<file path="src/rtl/atb_pkg.sv">
// Package for the adaptive threshold block: sizes, register indexes, helpers.
// No dependencies.
package atb_pkg;
	localparam int MaxWidth = 256;
	localparam int MaxHeight = 256;
	localparam int XW = $clog2(MaxWidth);
	localparam int YW = $clog2(MaxHeight);
	localparam int AW = XW + YW;
	localparam int SW = 24;
	localparam int CW = 9;
	localparam logic [1:0] REG_WIDTH = 2'd0;
	localparam logic [1:0] REG_HEIGHT = 2'd1;
	localparam logic [1:0] REG_INV = 2'd2;
	localparam logic [1:0] REG_THR = 2'd3;
	localparam logic FUNC_LOAD = 1'b0;
	localparam logic FUNC_EMIT = 1'b1;
	localparam logic [7:0] PIX_WHITE = 8'd255;
endpackage

</file>
<file path="src/rtl/atb_div.sv">
// Restoring divider, one quotient bit per cycle, 9-bit operands.
// Depends on atb_pkg.
module atb_div import atb_pkg::*; (
	input  logic          clk,
	input  logic          arst_n,
	input  logic          start,
	input  logic [CW-1:0] dividend,
	input  logic [CW-1:0] divisor,
	output logic          done,
	output logic [CW-1:0] quotient
);
	logic [CW-1:0] q_q, d_q;
	logic [CW:0]   r_q;
	logic [3:0]    n_q;
	logic          busy_q;
	logic [CW:0]   sh, df;
	assign sh = {r_q[CW-1:0], q_q[CW-1]};
	assign df = sh - {1'b0, d_q};
	assign quotient = q_q;
	assign done = busy_q && n_q == 4'd0;
	always_ff @(posedge clk or negedge arst_n) begin
		if (!arst_n) begin
			busy_q <= 1'b0;
			n_q <= '0;
		end else if (start) begin
			busy_q <= 1'b1;
			n_q <= 4'(CW);
		end else if (busy_q) begin
			if (n_q == 4'd0) busy_q <= 1'b0;
			else n_q <= n_q - 4'd1;
		end
	end
	always_ff @(posedge clk) begin
		if (start) begin
			q_q <= dividend;
			d_q <= divisor;
			r_q <= '0;
		end else if (busy_q && n_q != 4'd0) begin
			if (!df[CW]) begin
				r_q <= df;
				q_q <= {q_q[CW-2:0], 1'b1};
			end else begin
				r_q <= sh;
				q_q <= {q_q[CW-2:0], 1'b0};
			end
		end
	end
endmodule

</file>
<file path="config.mk">
export PLATFORM = sky130hd
export DESIGN_NAME = atb_div
export DESIGN_NICKNAME = d
export VERILOG_FILES = /design/src/rtl/atb_pkg.sv /design/src/rtl/atb_div.sv
export SDC_FILE = /design/constraint.sdc
export NUM_CORES = 1
export LEC_CHECK = 0
export BUFFER_PORTS_ARGS = -buffer_cell sky130_fd_sc_hd__buf_2
export CAP_MARGIN = 20
export CORE_MARGIN = 3
export CORE_UTILIZATION = 50
export DETAILED_ROUTE_END_ITERATION = 8
export PLACE_DENSITY_LB_ADDON = 0.05
export SLEW_MARGIN = 25
export SYNTH_ARGS = -nofsm -noshare
export SYNTH_HDL_FRONTEND = slang
export SYNTH_SLANG_ARGS = --single-unit
</file>
<file path="constraint.sdc">
create_clock -name clk -period 2.22 [get_ports clk]
set_input_delay 0.444 -clock clk [delete_from_list [all_inputs] [get_ports clk]]
set_output_delay 0.444 -clock clk [all_outputs]
set_load 0.01 [all_outputs]
</file>
==> results of run 1 <==
-- cell usage in the layout (no fill, tap or decap), types with 7 or more instances in the layout --
master | synthesis | layout
xnor2_1 | 7 | 7
mux2i_1 | 9 | 8
dfxtp_1 | 9 | 9
nand2_1 | 8 | 8
buf_2 | 0 | 30
nor2_1 | 9 | 9
mux2_2 | 9 | 9
edfxtp_1 | 18 | 18
ha_1 | 11 | 11
inv_1 | 16 | 16
buf_4 | 0 | 9
-- critical path, stage by stage (launching register included) --
cell and delay, ns:
edfxtp_1 0.39, inv_1 0.07, ha_1 0.22, nor2b_4 0.14, o2111ai_2 0.22, a211oi_2 0.11, nor4_2 0.35, buf_4 0.23
mux2i_4 0.25, a22o_1 0.14
-- sequential cells by signal, indices dropped and copies added, names as in the netlist --
signal,count
busy_q,1
d_q,9
n_q,4
quotient,9
r_q,9
-- timing repair --
action | in CTS | in global routing
gates resized for setup | 0 | 15
hold buffers | 1 | 0
hold endpoints to repair | 5 | 0
endpoints found under the setup margin | 0 | 10
-- path summary, 6_finish.rpt --
check / to / from / cells after the start / slack [ns]
max reg2reg: r_q[1]$_SDFFE_PP0P_ / d_q[1]$_DFFE_PP_ / 9 / 0.05
min reg2reg: r_q[2]$_SDFFE_PP0P_ / r_q[2]$_SDFFE_PP0P_ / 2 / 0.48
min in group asynchronous: n_q[0]$_DFFE_PN0P_ / arst_n / 2 / 0.44
max: r_q[1]$_SDFFE_PP0P_ / d_q[1]$_DFFE_PP_ / 9 / 0.05
min: d_q[6]$_DFFE_PP_ / divisor[6] / 1 / 0.27
max in group asynchronous: n_q[2]$_DFFE_PN0P_ / arst_n / 2 / 1.66
-- area by class of cell --
cell class | count | area (um2) | share of cell area (%)
clock inverter | 3 | 42.54 | 1.984
sequential | 32 | 845.8 | 39.44
timing repair buffer | 40 | 227.7 | 10.62
clock buffer | 5 | 37.54 | 1.750
multi-input combinational | 105 | 875.8 | 40.84
tap | 44 | 55.05 | 2.567
inverter | 16 | 60.06 | 2.800
-- logic make-up (layout without fill, tap and decap cells) --
kind of cell / after synthesis / in the layout / synth area share (%)
XOR/XNOR: 9 / 9 / 4.510
AO/OA/AOI/OAI: 30 / 30 / 11.81
AND/OR/NAND/NOR: 36 / 36 / 10.59
flip-flops: 32 / 32 / 48.39
multiplexers: 18 / 18 / 10.95
buffers and inverters: 20 / 64 / 4.724
adder cells (fa/ha/maj): 12 / 12 / 9.019
-- metrics by stage --
step / cell area, um2 / total power [uW] / setup slack (ns) / utilization [%]
floorplan: 1748 / 1187 / 0.07217 / -
global placement: 1998 / 1337 / 0.04832 / 62.38
detailed placement: 1998 / 1360 / 0.01894 / 62.38
CTS: 2088 / 1809 / 0.008496 / 65.20
global route: 2145 / 1965 / -0.08836 / 66.95
finish: 2145 / 1839 / 0.04826 / 66.95
-- layer usage --
layer  wire, um  vias to the layer above
li1           -                      645
met1       1569                      603
met2       1591                       35
met3        169                        5
met4         49                        0
met5          0                        -
-- where the power goes --
part	internal (uW)	total, uW	switching (uW)
Sequential	741	801	60.3
Combinational	281	590	310
Clock	235	448	213
==> impl_metrics.toml, run 1 <==
[timing]
setup_viol = 0
grt_setup_unrepaired = "yes"
slew_headroom_pct = 79.10
tns_ns = 0
finClkSkew_ns = 0.01365
final_max_slew_viol_count = 0
period_needed_ns = 2.172
clock.fmax_mhz = 460.5
hold_viol = 0
post-route-period-util_pct = 97.83
fin_hold_ws_ns = 0.2663
tightest_slew_ns = 0.3106

[logic_synthesis]
yosys-top-cells-area = "edfxtp_1 31%, dfxtp_1 10%, ha_1 7.9%"
synth-seq-area-share_pct = 48.39
synth_top_area_cell = "edfxtp_1"
synth_edf_count = 18
yosysWarnings = 0
yosys-top-cells-count = "18 x edfxtp_1, 16 x inv_1, 11 x ha_1"
yosys_most_used_dff = "edfxtp_1"
synth.ff_latch_count = 32
synth_top_area_share_pct = 30.92
synthArstFlopShare_pct = 15.63
syn_area_per_cell_um2 = 11.13
synth_fp_nets = 190
synth.cell_area_um2 = 1748
ys_types = 42
synth_most_common_cell = "edfxtp_1"
syn_inst = 157

[global_routing]
grt_pass1_vias = 1254
gr-max-usage-layer = "met2"
grt_antenna_before_repair = 0
grt_usage_pct = 17.30
grt_max_degree = 15
use_met3_pct = 5.641
met1_usage_pct = 21.37
grt_use_met2_pct = 27.97
grt_pass1_wl_um = 5526
grt.overflow.total = 0

[status]
status = "completed"

[die]
coreArea_um2 = 3203
num_io_pins = 31
start_util_pct = 54.57
die_x_um = 65.13
rows = 20
die_y_um = 65.13
dieArea_um2 = 4241

[setup_path]
crit_fanout = 5
path_class = "flop to flop"
critical_path.startpoint_type = "flop"
end_kind = "flop"
worstPathRequired_ns = 2.51
worst_ep_arrival_time_ns = 2.46

[final_layout]
fillCellCount = 274
drive_above_1_share_pct = 33.83
insertedDiodeCount = 0
syn2layout_area_growth_pct = 22.69
nNetsFinal = 233
fin_cells = 245

[routing]
wirelength_um = 3380
drtAntennaViolNets = 0
drtIter0Drc = 55
post-route-drc-count = 0
post_drt_wl_per_cell_um = 13.80
viasPerCell = 5.257
detail_route.first_pass.iterations = 4
vias = 1288

[placed_design]
hpwl_um = 2558
dp.cells = 236
gp_congestion = 0.7908
numPortBuffers = 30

[clock_tree]
post_cts_buffers = 0
clk_latency_ns = 0.35
cts_buffers = 5
ctsLongestPathBuffers = 2
cts-root-buf = "clkbuf_4"
clkTransAtPathRegs_ns = 0.11
clock-sinks = 32
htree_levels = 2
cts_tree = "yes"

[pwr]
ir_drop_v = 0.0005221
cellPowerDensity_nw_per_um2 = 857.7
p_leak_uw = 0.0009080

[run]
maxCapViolations = 0

[hold_path]
min_path_type = "input port to flop"
Note: power is estimated with default switching activity, not from simulation.
==> run 2: changes to the inputs <==
==> constraint.sdc (replaced) <==
create_clock -name clk -period 1.95 [get_ports clk]
set_input_delay 0.39 -clock clk [delete_from_list [all_inputs] [get_ports clk]]
set_output_delay 0.39 -clock clk [all_outputs]
set_load 0.01 [all_outputs]
==> run 2 against run 1 <==
Effect of this change:
- the run now ends with negative setup slack left
- total power up 8.9%
- critical path depth unchanged
- setup slack lost 0.23 ns
- via count is 5.4% higher
- hold slack worse by 0.038 ns
- non-clock buffer count increased by 16
- largest power group unchanged
==> impl_metrics.toml, run 2 (same netlist as run 1, synthesis figures left out) <==
[status]
status = "finished, violations left"
violations = "negative setup slack"

[final_layout]
nNetsFinal = 249
syn2layout_area_growth_pct = 27.27
drive_above_1_share_pct = 37.79
fin_cells = 261
insertedDiodeCount = 0
final_cell_mix = "30 x buf_2, 25 x buf_4, 18 x edfxtp_1"
final_common_cell = "buf_2"
fillCellCount = 270

[pwr]
seqPwrFrac_pct = 45.5
ir_drop_v = 0.0005806
pwr-share-clk_pct = 18.3
switching_power_uw = 659.7
cellPowerDensity_nw_per_um2 = 900.1
intPower_uw = 1343
combPwrFrac_pct = 36.2
p_sw_share_pct = 32.94
fin_total_pwr_uw = 2002
p_leak_uw = 0.0009770

[global_routing]
grt_usage_pct = 19.50
grt_pass1_vias = 1404
grt_pass1_wl_um = 6265
grt.overflow.total = 0
grt_antenna_before_repair = 0
grt_max_degree = 15

[setup_path]
end_kind = "flop"
path_class = "flop to flop"
r2r_slack_ns = -0.19
crit_fanout = 6
rr_startpoint = "d_q[1]$_DFFE_PP_"
max_stage_delay_ns = 0.38
worstPathRequired_ns = 2.17
worstPathBufferInverterCount = 2
reg2reg_depth = 9
regToRegEndpoint = "r_q[6]$_SDFFE_PP0P_"
critical_path.startpoint_type = "flop"
cp_top_family = "simple AND/OR/NAND/NOR gates"
worst_ep_arrival_time_ns = 2.36
worstPathCellList = "inv_1 > ha_1 > nor2b_4 > o2111a_1 > nor4b_2 > nor4_2 > buf_4 > nor3_1 > a311o_1"
slowest_stage = "edfxtp_1"

[timing]
hold_viol = 0
finClkSkew_ns = 0.004744
clock.fmax_mhz = 468.1
setup_slack_ns = -0.1864
grt_setup_unrepaired = "yes"
final_max_slew_viol_count = 0
tightest_slew_ns = 0.3963
setup_viol = 10
post-route-period-util_pct = 109.6
fin_hold_ws_ns = 0.2286
period_needed_ns = 2.136
slew_headroom_pct = 73.55

[routing]
post_drt_wl_per_cell_um = 14.39
viasPerCell = 5.199
detail_route.first_pass.iterations = 4
wirelength_um = 3755
vias = 1357
drtAntennaViolNets = 0
drtIter0Drc = 50
post-route-drc-count = 0

[clock_tree]
cts_buffers = 5
ctsLongestPathBuffers = 2
cts-root-buf = "clkbuf_4"
htree_levels = 2
post_cts_buffers = 0
clock-sinks = 32
cts_tree = "yes"
clkTransAtPathRegs_ns = 0.10
clk_latency_ns = 0.33

[die]
dieArea_um2 = 4241
rows = 20
die_x_um = 65.13
start_util_pct = 54.57
coreArea_um2 = 3203
num_io_pins = 31
die_y_um = 65.13

[hold_path]
hold_path_end = "d_q[0]$_DFFE_PP_"
min_from = "divisor[0]"
min_path_type = "input port to flop"
hold-path-cell-count = 1

[placed_design]
hpwl_um = 2990
gp_congestion = 0.8217
numPortBuffers = 30
dp.cells = 252

[run]
maxCapViolations = 0
## run 2: metrics by stage
stage | area (um2) | worst slack [ns] | setup TNS, ns | utilization, %
2_1_floorplan | 1782 | -0.08261 | -0.2220 | -
3_3_place_gp | 2152 | -0.1182 | -0.6437 | 67.19
3_5_place_dp | 2152 | -0.2375 | -1.670 | 67.19
4_1_cts | 2225 | -0.1915 | -1.626 | 69.45
5_1_grt | 2225 | -0.3280 | -2.903 | 69.45
6_report | 2225 | -0.1864 | -1.550 | 69.45
## run 2: worst max path at each step
| stage | to | from | cells after the start | slack [ns] |
|---|---|---|---|---|
| 6_report | r_q[6]$_SDFFE_PP0P_ | d_q[1]$_DFFE_PP_ | 9 | -0.19 |
| 5_1_grt | r_q[1]$_SDFFE_PP0P_ | d_q[1]$_DFFE_PP_ | 9 | -0.33 |
| 4_1_cts | quotient[0]$_DFFE_PP_ | d_q[1]$_DFFE_PP_ | 8 | -0.19 |
| 3_5_place_dp | r_q[6]$_SDFFE_PP0P_ | d_q[1]$_DFFE_PP_ | 9 | -0.24 |
| 3_3_place_gp | r_q[6]$_SDFFE_PP0P_ | quotient[8]$_DFFE_PP_ | 9 | -0.12 |
| 2_1_floorplan | quotient[0]$_DFFE_PP_ | d_q[1]$_DFFE_PP_ | 8 | -0.08 |
## run 2: worst reg2reg max path, stage by stage, from the launching register on
cell and delay, ns:
edfxtp_1 0.38, inv_1 0.05, ha_1 0.26, nor2b_4 0.15
o2111a_1 0.22, nor4b_2 0.07, nor4_2 0.35, buf_4 0.22
nor3_1 0.06, a311o_1 0.27
## run 2: cell type report
class                   instances  area (um2)  share of cell area [%]
repair buffers                 56       347.8                   15.64
inverters                      16       60.06                   2.700
multi-input cells             105       859.6                   38.64
clock buffers                   5       37.54                   1.687
well taps                      44       55.05                   2.475
flip-flops and latches         32       845.8                   38.02
clock inverters                 3       18.77                  0.8436
## run 2: per-layer routing
layer  global-route usage, %  part of all wire (%)  vias to the layer above
met2                   34.99                    51                       40
met1                   22.69                    42                      628
li1                        -                     -                      683
met5                       0                     0                        -
met4                   5.699                   1.5                        0
met3                   5.299                   5.8                        6
## run 2: what timing repair did
item / CTS / global route
gates resized for setup: 2 / 0
hold buffers: 1 / 0
pin swaps: 3 / 0
hold endpoints to repair: 5 / 0
endpoints found under the setup margin: 10 / 10
## run 2: power by group through the flow
| stage | Clock, uW | Sequential [uW] | Combinational (uW) |
|---|---|---|---|
| 3_3_place_gp | 0 | 919 | 690 |
| 3_5_place_dp | 0 | 928 | 720 |
| 2_1_floorplan | 0 | 939 | 440 |
| 6_report | 367 | 911 | 724 |
| 5_1_grt | 417 | 930 | 804 |
| 4_1_cts | 387 | 912 | 732 |
